[config.mk]
export PLATFORM = sky130hd
export DESIGN_NAME = rle_sprite_span_decoder
export DESIGN_NICKNAME = d
export VERILOG_FILES = /design/src/hw/rtl/rsd_pkg.sv /design/src/hw/rtl/rsd_cfg.sv /design/src/hw/rtl/rsd_ctrl.sv /design/src/hw/rtl/rsd_dp.sv /design/src/hw/rtl/rle_sprite_span_decoder.sv
export SDC_FILE = /design/constraint.sdc
export NUM_CORES = 1
export LEC_CHECK = 0
export BUFFER_PORTS_ARGS = -buffer_cell sky130_fd_sc_hd__buf_2
export CAP_MARGIN = 10
export CELL_PAD_IN_SITES_DETAIL_PLACEMENT = 1
export CELL_PAD_IN_SITES_GLOBAL_PLACEMENT = 2
export CORE_ASPECT_RATIO = 0.5
export CORE_MARGIN = 5
export CORE_UTILIZATION = 44
export DETAILED_ROUTE_END_ITERATION = 16
export GPL_TIMING_DRIVEN = 0
export PLACE_DENSITY = 0.87
export SLEW_MARGIN = 40
export SYNTH_ARGS = -nofsm -noshare
export SYNTH_HDL_FRONTEND = slang
export SYNTH_SLANG_ARGS = --single-unit
[constraint.sdc]
create_clock -name clk -period 32 [get_ports clk]
set_input_delay 3.2 -clock clk [delete_from_list [all_inputs] [get_ports clk]]
set_output_delay 3.2 -clock clk [all_outputs]
set_load 0.01 [all_outputs]
[src/hw/rtl/rsd_pkg.sv]
// Shared types and constants of the run-length sprite span decoder.
// Used by the config block, controller, datapath and top level; no dependencies.
package rsd_pkg;

	// default sizing of the top level
	localparam int DEF_MAX_WIDTH  = 1024;
	localparam int DEF_MAX_HEIGHT = 1024;
	localparam int DEF_RIGHT_CLIP = 639;

	// field widths
	localparam int CFG_IDX_W  = 3;
	localparam int CFG_DATA_W = 11;

	// register indexes
	localparam logic [CFG_IDX_W-1:0] REG_PICTURE_WIDTH  = 3'd0;
	localparam logic [CFG_IDX_W-1:0] REG_PICTURE_HEIGHT = 3'd1;
	localparam logic [CFG_IDX_W-1:0] REG_ORIGIN_X       = 3'd2;
	localparam logic [CFG_IDX_W-1:0] REG_ORIGIN_Y       = 3'd3;
	localparam logic [CFG_IDX_W-1:0] REG_DRAW_MODE      = 3'd4;
	localparam logic [CFG_IDX_W-1:0] REG_BAND_TOP       = 3'd5;
	localparam logic [CFG_IDX_W-1:0] REG_BAND_BOTTOM    = 3'd6;

	// draw modes
	localparam logic [1:0] MODE_BUFFER      = 2'd0;
	localparam logic [1:0] MODE_OPAQUE      = 2'd1;
	localparam logic [1:0] MODE_TRANSPARENT = 2'd2;
	localparam logic [1:0] MODE_LETTERBOX   = 2'd3;

	// transparent palette index
	localparam logic [7:0] COLOUR_CLEAR = 8'hFF;

	// register reset values
	localparam logic [10:0] RST_PICTURE_WIDTH  = 11'd640;
	localparam logic [10:0] RST_PICTURE_HEIGHT = 11'd480;
	localparam logic [10:0] RST_ORIGIN_X       = 11'd0;
	localparam logic [9:0]  RST_ORIGIN_Y       = 10'd0;
	localparam logic [1:0]  RST_DRAW_MODE      = MODE_OPAQUE;
	localparam logic [9:0]  RST_BAND_TOP       = 10'd0;
	localparam logic [10:0] RST_BAND_BOTTOM    = 11'd1024;

	// live configuration, width and height already saturated
	typedef struct packed {
		logic [10:0] width;
		logic [10:0] height;
		logic [10:0] origin_x;   // two's complement
		logic [9:0]  origin_y;
		logic [1:0]  mode;
		logic [9:0]  band_top;
		logic [10:0] band_bottom;
	} cfg_t;

	// controller to datapath
	typedef struct packed {
		logic load;        // take a new run
		logic step;        // evaluate one line segment
		logic push;        // move pending span to output register
		logic push_last;   // pushed span closes the run
	} cmd_t;

	// datapath to controller
	typedef struct packed {
		logic it_final;    // current segment ends the run
		logic it_show;     // current segment yields a visible span
		logic pend_v;      // a span is waiting in the pending register
		logic out_free;    // output register can take a beat this cycle
	} sts_t;

endpackage

[src/hw/rtl/rsd_cfg.sv]
// Configuration register file of the span decoder, with width/height saturation.
// Depends on rsd_pkg.
module rsd_cfg import rsd_pkg::*; #(
	parameter int MAX_WIDTH  = DEF_MAX_WIDTH,
	parameter int MAX_HEIGHT = DEF_MAX_HEIGHT
) (
	input  logic                  clk,
	input  logic                  arst_n,
	input  logic                  cfg_valid,
	output logic                  cfg_ready,
	input  logic [CFG_IDX_W-1:0]  cfg_index,
	input  logic [CFG_DATA_W-1:0] cfg_data,
	output cfg_t                  cfg
);

	logic [10:0] width_q, height_q, origin_x_q, band_bottom_q;
	logic [9:0]  origin_y_q, band_top_q;
	logic [1:0]  mode_q;

	assign cfg_ready = 1'b1;

	// register writes
	always_ff @(posedge clk or negedge arst_n) begin
		if (!arst_n) begin
			width_q       <= RST_PICTURE_WIDTH;
			height_q      <= RST_PICTURE_HEIGHT;
			origin_x_q    <= RST_ORIGIN_X;
			origin_y_q    <= RST_ORIGIN_Y;
			mode_q        <= RST_DRAW_MODE;
			band_top_q    <= RST_BAND_TOP;
			band_bottom_q <= RST_BAND_BOTTOM;
		end else if (cfg_valid && cfg_ready) begin
			case (cfg_index)
				REG_PICTURE_WIDTH:  width_q       <= cfg_data;
				REG_PICTURE_HEIGHT: height_q      <= cfg_data;
				REG_ORIGIN_X:       origin_x_q    <= cfg_data;
				REG_ORIGIN_Y:       origin_y_q    <= cfg_data[9:0];
				REG_DRAW_MODE:      mode_q        <= cfg_data[1:0];
				REG_BAND_TOP:       band_top_q    <= cfg_data[9:0];
				REG_BAND_BOTTOM:    band_bottom_q <= cfg_data;
				default: ;
			endcase
		end
	end

	// clamp width to 8..MAX_WIDTH and height to 1..MAX_HEIGHT
	always_comb begin
		cfg.width = width_q;
		if (width_q < 11'd8)
			cfg.width = 11'd8;
		else if ({2'b00, width_q} > 13'(MAX_WIDTH))
			cfg.width = 11'(MAX_WIDTH);
		cfg.height = height_q;
		if (height_q == 11'd0)
			cfg.height = 11'd1;
		else if ({2'b00, height_q} > 13'(MAX_HEIGHT))
			cfg.height = 11'(MAX_HEIGHT);
		cfg.origin_x    = origin_x_q;
		cfg.origin_y    = origin_y_q;
		cfg.mode        = mode_q;
		cfg.band_top    = band_top_q;
		cfg.band_bottom = band_bottom_q;
	end

endmodule

[src/hw/rtl/rsd_ctrl.sv]
// Run sequencer of the span decoder: accepts a run, steps line segments, flushes the last span.
// Depends on rsd_pkg.
module rsd_ctrl import rsd_pkg::*; (
	input  logic clk,
	input  logic arst_n,
	input  logic in_valid,
	output logic in_stall,
	input  sts_t sts,
	output cmd_t cmd
);

	typedef enum logic [2:0] {
		S_IDLE  = 3'b001,
		S_RUN   = 3'b010,
		S_FLUSH = 3'b100
	} state_t;

	state_t state_q, state_d;
	logic   step_ok;

	assign in_stall = (state_q != S_IDLE);

	// a visible segment needs room to retire the older pending span
	assign step_ok = !(sts.it_show && sts.pend_v && !sts.out_free);

	always_comb begin
		state_d       = state_q;
		cmd.load      = 1'b0;
		cmd.step      = 1'b0;
		cmd.push      = 1'b0;
		cmd.push_last = 1'b0;
		case (state_q)
			S_IDLE: begin
				if (in_valid) begin
					cmd.load = 1'b1;
					state_d  = S_RUN;
				end
			end
			S_RUN: begin
				if (step_ok) begin
					cmd.step = 1'b1;
					cmd.push = sts.it_show && sts.pend_v;
					if (sts.it_final)
						state_d = S_FLUSH;
				end
			end
			S_FLUSH: begin
				if (!sts.pend_v) begin
					state_d = S_IDLE;
				end else if (sts.out_free) begin
					cmd.push      = 1'b1;
					cmd.push_last = 1'b1;
					state_d       = S_IDLE;
				end
			end
			default: state_d = S_IDLE;
		endcase
	end

	always_ff @(posedge clk or negedge arst_n) begin
		if (!arst_n)
			state_q <= S_IDLE;
		else
			state_q <= state_d;
	end

endmodule

[src/hw/rtl/rsd_dp.sv]
// Datapath of the span decoder: picture position, one line segment per step, clipping,
// pending span register and output register. Depends on rsd_pkg.
module rsd_dp import rsd_pkg::*; #(
	parameter int MAX_WIDTH  = DEF_MAX_WIDTH,
	parameter int MAX_HEIGHT = DEF_MAX_HEIGHT,
	parameter int RIGHT_CLIP = DEF_RIGHT_CLIP
) (
	input  logic        clk,
	input  logic        arst_n,
	input  cfg_t        cfg,
	input  cmd_t        cmd,
	output sts_t        sts,
	input  logic        start_picture,
	input  logic [7:0]  run_length,
	input  logic [7:0]  run_colour,
	input  logic        out_stall,
	output logic        out_valid,
	output logic [11:0] span_x,
	output logic [10:0] span_y,
	output logic [10:0] span_count,
	output logic [7:0]  span_colour,
	output logic        last_span
);

	localparam int CW = $clog2(MAX_WIDTH);
	localparam int RW = $clog2(MAX_HEIGHT + 1);
	localparam int WW = ((CW > 11) ? CW : 11) + 1;
	localparam int HW = ((RW > 11) ? RW : 11) + 1;
	localparam int XW = WW + 2;
	localparam logic signed [XW-1:0] X_RMAX = XW'(RIGHT_CLIP - 1);
	localparam logic signed [XW-1:0] X_LMIN = XW'(1);

	// position and run state
	logic [CW-1:0] col_q;
	logic [RW-1:0] row_q;
	logic          fin_q;
	logic [8:0]    rem_q;
	logic [7:0]    colour_q;

	// pending span, waits for the next one to learn if it is last
	logic          pend_v_q;
	logic [11:0]   pend_x_q;
	logic [10:0]   pend_y_q;
	logic [10:0]   pend_cnt_q;

	logic          out_valid_q;

	logic [WW-1:0] col_w, wd_w, rem_w, avail, n_w, colsum;
	logic [8:0]    n9;
	logic [HW-1:0] row_w, ht_w, row_inc_w;
	logic [RW-1:0] row_inc;
	logic          at_end, past_col, wraps, fin_wrap, consume;
	logic          is_buf, vis, trans_hide, band_hide;
	logic signed [XW-1:0] x_org, x_col, x_n, x0, x1, x0c, x1c, x_cnt;
	logic [10:0]   y_val;

	// segment length on the current line
	assign col_w     = WW'(col_q);
	assign wd_w      = WW'(cfg.width);
	assign rem_w     = WW'(rem_q);
	assign avail     = wd_w - col_w;
	assign n_w       = (avail < rem_w) ? avail : rem_w;
	assign n9        = n_w[8:0];
	assign colsum    = col_w + n_w;
	assign row_w     = HW'(row_q);
	assign ht_w      = HW'(cfg.height);
	assign row_inc   = row_q + 1'b1;
	assign row_inc_w = HW'(row_inc);

	assign at_end   = (row_w >= ht_w);
	assign past_col = (col_w >= wd_w);
	assign wraps    = (colsum >= wd_w);
	assign fin_wrap = (row_inc_w >= ht_w);
	assign consume  = !fin_q && !at_end && !past_col;

	// screen columns and clip window
	assign is_buf = (cfg.mode == MODE_BUFFER);
	assign x_org  = XW'($signed(cfg.origin_x));
	assign x_col  = $signed(XW'(col_q));
	assign x_n    = $signed(XW'(n9));
	assign x0     = is_buf ? x_col : (x_org + x_col);
	assign x1     = x0 + x_n - X_LMIN;
	assign x0c    = (!is_buf && (x0 < X_LMIN)) ? X_LMIN : x0;
	assign x1c    = (!is_buf && (x1 > X_RMAX)) ? X_RMAX : x1;
	assign x_cnt  = x1c - x0c + X_LMIN;
	assign vis    = (x1c >= x0c);

	assign trans_hide = (cfg.mode == MODE_TRANSPARENT) && (colour_q == COLOUR_CLEAR);
	assign band_hide  = (cfg.mode == MODE_LETTERBOX) &&
		!((row_w > HW'(cfg.band_top)) && (row_w < HW'(cfg.band_bottom)));

	assign y_val = is_buf ? 11'(row_q) : 11'(HW'(cfg.origin_y) + row_w);

	assign sts.it_final = fin_q || at_end || (consume && (n_w == rem_w));
	assign sts.it_show  = consume && vis && !trans_hide && !band_hide;
	assign sts.pend_v   = pend_v_q;
	assign sts.out_free = !out_valid_q || !out_stall;

	// position update
	always_ff @(posedge clk or negedge arst_n) begin
		if (!arst_n) begin
			col_q <= '0;
			row_q <= '0;
			fin_q <= 1'b0;
		end else if (cmd.load) begin
			if (start_picture) begin
				col_q <= '0;
				row_q <= '0;
				fin_q <= 1'b0;
			end
		end else if (cmd.step && !fin_q) begin
			if (at_end) begin
				fin_q <= 1'b1;
			end else if (past_col) begin
				col_q <= '0;
				row_q <= row_inc;
			end else if (wraps) begin
				col_q <= '0;
				row_q <= row_inc;
				fin_q <= fin_wrap;
			end else begin
				col_q <= colsum[CW-1:0];
			end
		end
	end

	// run payload
	always_ff @(posedge clk) begin
		if (cmd.load) begin
			rem_q    <= (run_length == 8'd0) ? 9'd256 : {1'b0, run_length};
			colour_q <= run_colour;
		end else if (cmd.step && consume) begin
			rem_q <= rem_q - n9;
		end
	end

	// pending span
	always_ff @(posedge clk or negedge arst_n) begin
		if (!arst_n)
			pend_v_q <= 1'b0;
		else if (cmd.step && sts.it_show)
			pend_v_q <= 1'b1;
		else if (cmd.push)
			pend_v_q <= 1'b0;
	end

	always_ff @(posedge clk) begin
		if (cmd.step && sts.it_show) begin
			pend_x_q   <= x0c[11:0];
			pend_y_q   <= y_val;
			pend_cnt_q <= x_cnt[10:0];
		end
	end

	// output register
	always_ff @(posedge clk or negedge arst_n) begin
		if (!arst_n)
			out_valid_q <= 1'b0;
		else if (cmd.push)
			out_valid_q <= 1'b1;
		else if (!out_stall)
			out_valid_q <= 1'b0;
	end

	always_ff @(posedge clk) begin
		if (cmd.push) begin
			span_x      <= pend_x_q;
			span_y      <= pend_y_q;
			span_count  <= pend_cnt_q;
			span_colour <= colour_q;
			last_span   <= cmd.push_last;
		end
	end

	assign out_valid = out_valid_q;

endmodule

[src/hw/rtl/rle_sprite_span_decoder.sv]
// Run-length sprite span decoder, top level. A run is taken in IDLE, then the datapath
// walks one picture line segment per cycle unless a visible segment finds the output
// register full with a span pending; FLUSH then retires the final span, if one is pending.
// A span is pushed out by the next visible segment or FLUSH. Output register holds one beat.
// arst_n clears position, picture-end flag, sequencer and valid flags; registers return
// to their documented reset values. Depends on rsd_pkg, rsd_cfg, rsd_ctrl, rsd_dp.
module rle_sprite_span_decoder import rsd_pkg::*; #(
	parameter int MAX_WIDTH  = DEF_MAX_WIDTH,
	parameter int MAX_HEIGHT = DEF_MAX_HEIGHT,
	parameter int RIGHT_CLIP = DEF_RIGHT_CLIP
) (
	input  logic                  clk,
	input  logic                  arst_n,
	input  logic                  in_valid,
	output logic                  in_stall,
	input  logic                  start_picture,
	input  logic [7:0]            run_length,
	input  logic [7:0]            run_colour,
	output logic                  out_valid,
	input  logic                  out_stall,
	output logic signed [11:0]    span_x,
	output logic [10:0]           span_y,
	output logic [10:0]           span_count,
	output logic [7:0]            span_colour,
	output logic                  last_span,
	input  logic                  cfg_valid,
	output logic                  cfg_ready,
	input  logic [CFG_IDX_W-1:0]  cfg_index,
	input  logic [CFG_DATA_W-1:0] cfg_data
);

	cfg_t        cfg;
	cmd_t        cmd;
	sts_t        sts;
	logic [11:0] span_x_raw;

	rsd_cfg #(
		.MAX_WIDTH  (MAX_WIDTH),
		.MAX_HEIGHT (MAX_HEIGHT)
	) u_cfg (
		.clk       (clk),
		.arst_n    (arst_n),
		.cfg_valid (cfg_valid),
		.cfg_ready (cfg_ready),
		.cfg_index (cfg_index),
		.cfg_data  (cfg_data),
		.cfg       (cfg)
	);

	rsd_ctrl u_ctrl (
		.clk      (clk),
		.arst_n   (arst_n),
		.in_valid (in_valid),
		.in_stall (in_stall),
		.sts      (sts),
		.cmd      (cmd)
	);

	rsd_dp #(
		.MAX_WIDTH  (MAX_WIDTH),
		.MAX_HEIGHT (MAX_HEIGHT),
		.RIGHT_CLIP (RIGHT_CLIP)
	) u_dp (
		.clk           (clk),
		.arst_n        (arst_n),
		.cfg           (cfg),
		.cmd           (cmd),
		.sts           (sts),
		.start_picture (start_picture),
		.run_length    (run_length),
		.run_colour    (run_colour),
		.out_stall     (out_stall),
		.out_valid     (out_valid),
		.span_x        (span_x_raw),
		.span_y        (span_y),
		.span_count    (span_count),
		.span_colour   (span_colour),
		.last_span     (last_span)
	);

	assign span_x = $signed(span_x_raw);

`ifndef SYNTH
	// a new run never finds a span of the previous run still pending
	assert property (@(posedge clk) disable iff (!arst_n)
		(in_valid && !in_stall) |-> !sts.pend_v)
		else $error("run accepted with span still pending");

	// the output register is only overwritten when its beat is gone
	assert property (@(posedge clk) disable iff (!arst_n)
		cmd.push |-> sts.out_free)
		else $error("output register overwritten");

	// every delivered span covers at least one pixel
	assert property (@(posedge clk) disable iff (!arst_n)
		out_valid |-> (span_count != 11'd0))
		else $error("empty span delivered");
`endif

endmodule

=== Word-level counts from Yosys, hierarchy flattened ===
Index checks and enable logic that the tools add are counted.

* Register bits: 187
* Bits in latches: 0
* Bits in writable memories: 0
* Bits in read-only memories: 0
* Bits of input ports: 36
* Memories: 0

* $add $sub $neg: 10
* Multipliers: 0
* Divide/modulo/power cells: 0
* Order comparisons: 13
* Equality and inequality tests: 22
* Shift operators: 0
* Mux-type cells: 47
* Bitwise gates (word level): 0
* Reductions and logical operators: 50

{| class="wikitable"
|+ Operators by type and width
! kind !! number
|-
| 11-bit 2-to-1 mux || 11
|-
| 10-bit 2-to-1 mux || 6
|-
| 14-bit 2-to-1 mux || 3
|-
| 9-bit 2-to-1 mux || 3
|-
| 11-bit >= comparator || 2
|-
| 11-bit greater-than comparator (second input constant) || 2
|-
| 1-bit logical AND || 16
|-
| 2-bit AND reduction || 8
|-
| 3-bit 2-to-1 mux || 5
|-
| 14-bit by 10-bit adder with 14-bit output || 1
|-
| 14-bit >= comparator || 1
|-
| 14-bit by 11-bit greater-than comparator with 1-bit output (second input constant) || 1
|-
| 14-bit by 2-bit < comparator with 1-bit output (second input constant) || 1
|-
| 14-bit by 2-bit subtractor with 14-bit output (second input constant) || 1
|-
| 1-bit 2-to-1 mux || 13
|-
| 10-bit by 12-bit adder with 12-bit output || 1
|-
| 11-bit by 11-bit adder with 12-bit output || 1
|-
| 12-bit by 9-bit equality test with 1-bit output || 1
|-
| 3-bit equality test (second input constant) || 4
|-
| 12-bit by 11-bit >= comparator with 1-bit output || 1
|-
| 12-bit by 9-bit < comparator with 1-bit output || 1
|-
| 12-bit 2-to-1 mux || 1
|-
| 4-bit AND reduction || 3
|-
| 11-bit by 10-bit subtractor with 12-bit output || 1
|-
| 30 further kinds || 54
|}

=== Longest topological paths before layout ===
* Word-level depth: 22
* Gate-level depth with buffers: 52
* Depth with buffers taken out: 50

=== Modules after synthesis ===
From an unflattened synthesis, not the netlist that was laid out.

* Cell total of the unflattened synthesis: 1253
* Area total of the unflattened synthesis: 12867.3 um^2

{| class="wikitable"
|+ Modules (own cells, without submodules)
! module !! times used !! cells an instance !! area each (um^2)
|-
| rsd_dp || 1 || 1051 || 9868.2
|-
| rsd_cfg || 1 || 182 || 2767.7
|-
| rsd_ctrl || 1 || 20 || 231.5
|}

=== Worst setup path before layout ===
Ideal clock, no wire load.

* Path kind: reg-to-reg
* Start point: register u_cfg.width_q[4]
* End point: register u_dp.pend_cnt_q[0] (enable)
* Setup time: 468 ps
* Arrival time: 10392 ps
* Data required time: 31532 ps
* Setup slack: 21141 ps
* Cell stages (with the launch flop): 49
* Clock period less this slack: 10859 ps
* Cell sequence: dfrtp_1 -> nor4_1 -> nand2_1 -> nor2_1 -> nor2_1 -> nand2_1 -> ha_1 -> inv_1 -> fa_1 -> a211oi_1 -> o21bai_1 -> a21oi_1 -> xor2_1 -> inv_1 -> ha_1 -> a221oi_1 -> nand2_1 -> a31oi_1 -> [13 not listed] -> a21boi_0 -> o21ai_0 -> a21boi_0 -> nor2_1 -> a311oi_1 -> o31ai_1 -> o311a_1 -> buf_2 -> a21boi_0 -> ha_1 -> nand4_1 -> o41ai_1 -> nor2_1 -> a21oi_1 -> o32ai_1 -> nor2_1 -> nand2_1 -> nor3_1

* Word-level cells in the longest chain between the ends: 20
* Elaborated cells between the ends (all ways): 24

{| class="wikitable"
|+ RTL lines
! element !! line !! RTL
|-
| start: declaration || rsd_cfg.sv:16 || <nowiki>logic [10:0] width_q, height_q, origin_x_q, band_bottom_q;</nowiki>
|-
| start signal: assignment || rsd_cfg.sv:34 || <nowiki>REG_PICTURE_WIDTH: width_q <= cfg_data;</nowiki>
|-
| 11-bit greater-than comparator || rsd_cfg.sv:51 || <nowiki>else if ({2'b00, width_q} > 13'(MAX_WIDTH))</nowiki>
|-
| 11-bit 2-to-1 mux || rsd_cfg.sv:51 ||
|-
| 11-bit 2-to-1 mux (*) || rsd_cfg.sv:49 || <nowiki>if (width_q < 11'd8)</nowiki>
|-
| 11-bit by 10-bit subtractor with 12-bit output || rsd_dp.sv:61 || <nowiki>assign avail = wd_w - col_w;</nowiki>
|-
| 12-bit by 9-bit < comparator with 1-bit output || rsd_dp.sv:62 || <nowiki>assign n_w = (avail < rem_w) ? avail : rem_w;</nowiki>
|-
| 12-bit 2-to-1 mux || rsd_dp.sv:62 ||
|-
| 14-bit by 10-bit adder with 14-bit output || rsd_dp.sv:82 || <nowiki>assign x1 = x0 + x_n - X_LMIN;</nowiki>
|-
| 14-bit by 2-bit subtractor with 14-bit output || rsd_dp.sv:82 ||
|-
| 14-bit by 11-bit greater-than comparator with 1-bit output || rsd_dp.sv:84 || <nowiki>assign x1c = (!is_buf && (x1 > X_RMAX)) ? X_RMAX : x1;</nowiki>
|-
| 1-bit logical AND || rsd_dp.sv:84 ||
|-
| 14-bit 2-to-1 mux || rsd_dp.sv:84 ||
|-
| 14-bit >= comparator || rsd_dp.sv:86 || <nowiki>assign vis = (x1c >= x0c);</nowiki>
|-
| 1-bit logical AND (*) (3 in series) || rsd_dp.sv:95 || <nowiki>assign sts.it_show = consume && vis && !trans_hide && !band_hide;</nowiki>
|-
| 1-bit logical AND (2 in series) || rsd_ctrl.sv:24 || <nowiki>assign step_ok = !(sts.it_show && sts.pend_v && !sts.out_free);</nowiki>
|-
| 2-bit 2-to-1 mux || rsd_ctrl.sv:40 || <nowiki>if (step_ok) begin</nowiki>
|-
| 1-bit 2-to-1 mux || rsd_ctrl.sv:32 || <nowiki>case (state_q)</nowiki>
|-
| 1-bit logical AND (*) || rsd_dp.sv:148 || <nowiki>if (cmd.step && sts.it_show) begin</nowiki>
|-
| end signal: assignment || rsd_dp.sv:151 || <nowiki>pend_cnt_q <= x_cnt[10:0];</nowiki>
|-
| end: declaration || rsd_dp.sv:44 || <nowiki>logic [10:0] pend_cnt_q;</nowiki>
|}

Every way passes the cells marked *; elsewhere a longest branch is shown, timed or not.
A chain may end at the register's enable or synchronous reset.

=== Worst setup path in the final report ===
* Start point: register u_cfg.width_q[4]
* End point: register u_dp.pend_x_q[3] (enable)

* Word-level cells in the longest chain between the ends: 20
* Elaborated cells between the ends (all ways): 24

{| class="wikitable"
|+ RTL lines
! element !! line !! RTL
|-
| 11-bit greater-than comparator || rsd_cfg.sv:51 ||
|-
| 11-bit 2-to-1 mux || rsd_cfg.sv:51 ||
|-
| 11-bit 2-to-1 mux (*) || rsd_cfg.sv:49 ||
|-
| 11-bit by 10-bit subtractor with 12-bit output || rsd_dp.sv:61 ||
|-
| 12-bit by 9-bit < comparator with 1-bit output || rsd_dp.sv:62 ||
|-
| 12-bit 2-to-1 mux || rsd_dp.sv:62 ||
|-
| 14-bit by 10-bit adder with 14-bit output || rsd_dp.sv:82 ||
|-
| 14-bit by 2-bit subtractor with 14-bit output || rsd_dp.sv:82 ||
|-
| 14-bit by 11-bit greater-than comparator with 1-bit output || rsd_dp.sv:84 ||
|-
| 1-bit logical AND || rsd_dp.sv:84 ||
|-
| 14-bit 2-to-1 mux || rsd_dp.sv:84 ||
|-
| 14-bit >= comparator || rsd_dp.sv:86 ||
|-
| 1-bit logical AND (*) (3 in series) || rsd_dp.sv:95 ||
|-
| 1-bit logical AND (2 in series) || rsd_ctrl.sv:24 ||
|-
| 2-bit 2-to-1 mux || rsd_ctrl.sv:40 ||
|-
| 1-bit 2-to-1 mux || rsd_ctrl.sv:32 ||
|-
| 1-bit logical AND (*) || rsd_dp.sv:148 ||
|-
| end signal: assignment || rsd_dp.sv:149 || <nowiki>pend_x_q <= x0c[11:0];</nowiki>
|-
| end: declaration || rsd_dp.sv:42 || <nowiki>logic [11:0] pend_x_q;</nowiki>
|}

Marks and branches as above.

==> run_results.csv <==
group,metric,value,unit
run_status,status,"finished, final reports clean",
worst_setup_path,slowest_stage,"o41ai_1",
clock_tree,cts_tree,"yes",
worst_setup_path,cp_slowest_stage_delay,0.53,ns
drt,drc,0,
floorplan,start_util,44.5,%
timing,fin_crit_sh,36.8,%
floorplan,dieArea,32900,µm²
drt,drt_wl_total,35800,µm
floorplan,fp.dieH,131,µm
timing,setup_slack,20.22,ns
yosys,syn-instance-count,1248,
yosys,synthArstFlopShare,49.7,%
worst_setup_path,worstSetupPathType,"flip-flop to flip-flop",
yosys,synth_area,12800,µm²
grt,grt_pass1_wl,57000,µm
worst_setup_path,r2r_slack,20.22,ns
clock_tree,post_cts.repair.setup_buffers,0,
clock_tree,clkLatencyLatePin,0.46,ns
cells_and_area,final_common_cell,"ha_1",
cells_and_area,drive_above_1_share,18.1,%
yosys,yosys_warnings,0,
clock_tree,ctsHoldBuffers,0,
worst_setup_path,crit_arrival,11.92,ns
yosys,ys_ff_latch,187,
clock_tree,root_buffer,"clkbuf_16",
placement,dpl_cell_area,13900,µm²
clock_tree,cts_buffers,17,
hold_path,hold_start,"u_dp.pend_cnt_q[4]",
placement,dp_hpwl,28200,µm
drt,routed_via_density,5.56,
placement,gp_congestion,0.871,
timing,setup_viol,0,
worst_setup_path,cpMostUsedCell,"nor2_1",
drt,vias,9785,
grt,grt_max_degree,71,
floorplan,core-area,28800,µm²
timing,clock_skew,0.00861,ns
clock_tree,ctsResizeCount,0,
timing,tightestPinTransition,0.844,ns
flow_run,cap_violations,0,
drt,ant_nets,0,
placement,dp_cells,1728,
placement,place_ws,20.32,ns
cells_and_area,stdcell_count,1760,
timing,setup_tns,0,ns
timing,fin_crit,11.78,ns
yosys,avgSynthCellArea,10.3,µm²
cells_and_area,n_antenna_cell,0,
worst_setup_path,r2r-start,"u_cfg.width_q[4]",
worst_setup_path,path_buf_inv,8,
worst_setup_path,cp.required,32.15,ns
timing,fmax,84.9,MHz
timing,hold_viol,0,
worst_setup_path,startpoint,"u_cfg.width_q[4]",
floorplan,io-pin-count,82,
drt,wl_per_cell,20.3,µm
yosys,synth-main-ff-cell,"edfxtp_1",
grt,overflow,0,
clock_tree,cts_buffer_depth,2,
yosys,synth_edf_count,94,
drt,dr.pass1.iters,5,
hold_path,hp-class,"flip-flop to flip-flop",
placement,io_buffers,80,
floorplan,rows,44,
cells_and_area,mostFrequentLayoutCells,"ha_1, inv_1, nand2_1",
cells_and_area,final_nets,1546,
timing,drv_slew,0,
worst_setup_path,crit_family,"compound AO/OA/AOI/OAI gates",
drt,drtIter0Drc,546,
worst_setup_path,endpoint_kind,"flip-flop",
worst_setup_path,cp-start-kind,"flip-flop",
yosys,syn_nets,1438,
yosys,synth-seq-area-share,40.2,%
floorplan,die_w,252,µm
clock_tree,htreeDepth,4,
timing,rsz0062_at_grt,"false",
clock_tree,clk_pin_slew,0.07,ns
cells_and_area,syn_to_final_growth,12.9,%
grt,antenna_found_initial,0,
grt,grtUsageTotal,22.4,%
clock_tree,cts_sinks,187,
yosys,synth_cell_types,87,
worst_setup_path,cp_max_fo,10,
cells_and_area,finalInstanceArea,14500,µm²
timing,slew_headroom,43.8,%
grt,first_global_vias,10372,
cells_and_area,nFillCells,3287,
-- logic make-up (layout without fill, tap and decap cells) --
family	after synthesis	after routing	synth area share, %
and+or+nand+nor	315	315	12.4
AOI/OAI and AO/OA	278	278	14.6
DFF	187	187	40.2
adders and majority gates	157	157	15.8
buffers and inverters	153	274	4.64
muxes	88	88	7.58
xor gates and xnor gates	68	68	4.64
other	2	2	0.0585
-- synth_stat cells (6+ instances only) --
cell        n  area (µm²)
or3_1      10        62.6
nand2_1   109         409
mux2i_1    19         190
o21bai_1    9        67.6
a22o_1     10        87.6
nand3_1    20         100
nor2b_1     7        43.8
and3_1      6        37.5
o21a_1     18         135
and2_1      6        37.5
nand4_1     7        43.8
o21ai_0    61         305
dfrtp_1    84        2100
nor2_1     68         255
edfxtp_1   94        2820
buf_2       8        40.0
nand2b_1   18         113
o211ai_1    7        52.6
a21boi_0    9        67.6
a211oi_1    6        45.0
clkbuf_1   16        60.1
xnor2_1    55         482
nor4_1      8        50.1
fa_1       10         200
a21o_1     28         210
nor3b_1     6        45.0
nor3_1     21         105
inv_1     125         469
o31ai_1     7        52.6
a21oi_2     6        52.6
dfstp_2     9         236
xor2_1     13         114
o21ai_1     6        30.0
ha_1      144        1800
a21oi_1    66         330
mux2_2     66         743
-- stage by stage --
step	hold slack (ns)	utilization, %
floorplan	0.400	-
global placement	0.401	47.6
detailed placement	0.406	48.1
CTS	0.414	50.2
global route	0.426	50.2
finish	0.412	50.2
-- flip-flops by register name, summed over array words and instances, names as in the netlist, 2 cells and up --
register	count
u_dp.colour_q	8
u_dp.row_q	11
u_dp.pend_cnt_q	11
u_cfg.band_bottom_q	11
u_ctrl.state_q	3
u_dp.span_x	12
u_cfg.mode_q	2
u_dp.rem_q	9
u_cfg.origin_x_q	11
u_dp.pend_x_q	12
u_dp.span_y	11
u_cfg.band_top_q	10
u_cfg.origin_y_q	10
u_cfg.height_q	11
u_cfg.width_q	11
u_dp.col_q	10
u_dp.span_colour	8
u_dp.pend_y_q	11
u_dp.span_count	11
-- metal layers --
layer | vias up | track usage (%) | part of all wire, %
met2 | 127 | 37.4 | 47
met4 | 0 | 7.37 | 2.5
li1 | 4700 | - | -
met1 | 4909 | 29.8 | 48
met3 | 49 | 4.33 | 3.3
met5 | - | 0 | 0
-- worst paths after layout --
path,endpoint,cells past startpoint
setup / recovery,u_dp.pend_x_q[3],49
hold / removal,u_dp.span_count[4],0
setup reg to reg,u_dp.pend_x_q[3],49
hold reg to reg,u_dp.span_count[4],0
max in group asynchronous,u_cfg.band_bottom_q[10],2
min in group asynchronous,u_cfg.band_bottom_q[3],1
-- final cells by class --
cell class              count  area (µm²)  share of cell area [%]
plain buffers              28         130                   0.898
clock buffers              20         447                    3.08
clock inverters            12         161                    1.11
inverters                 125         469                    3.24
multi-input cells         908        7120                    49.2
flip-flops and latches    187        5160                    35.6
well taps                 391         489                    3.38
repair buffers             89         507                    3.50
Power is not shown: default switching activity piles up to over one toggle a cycle in this logic, so the estimate is an artifact.
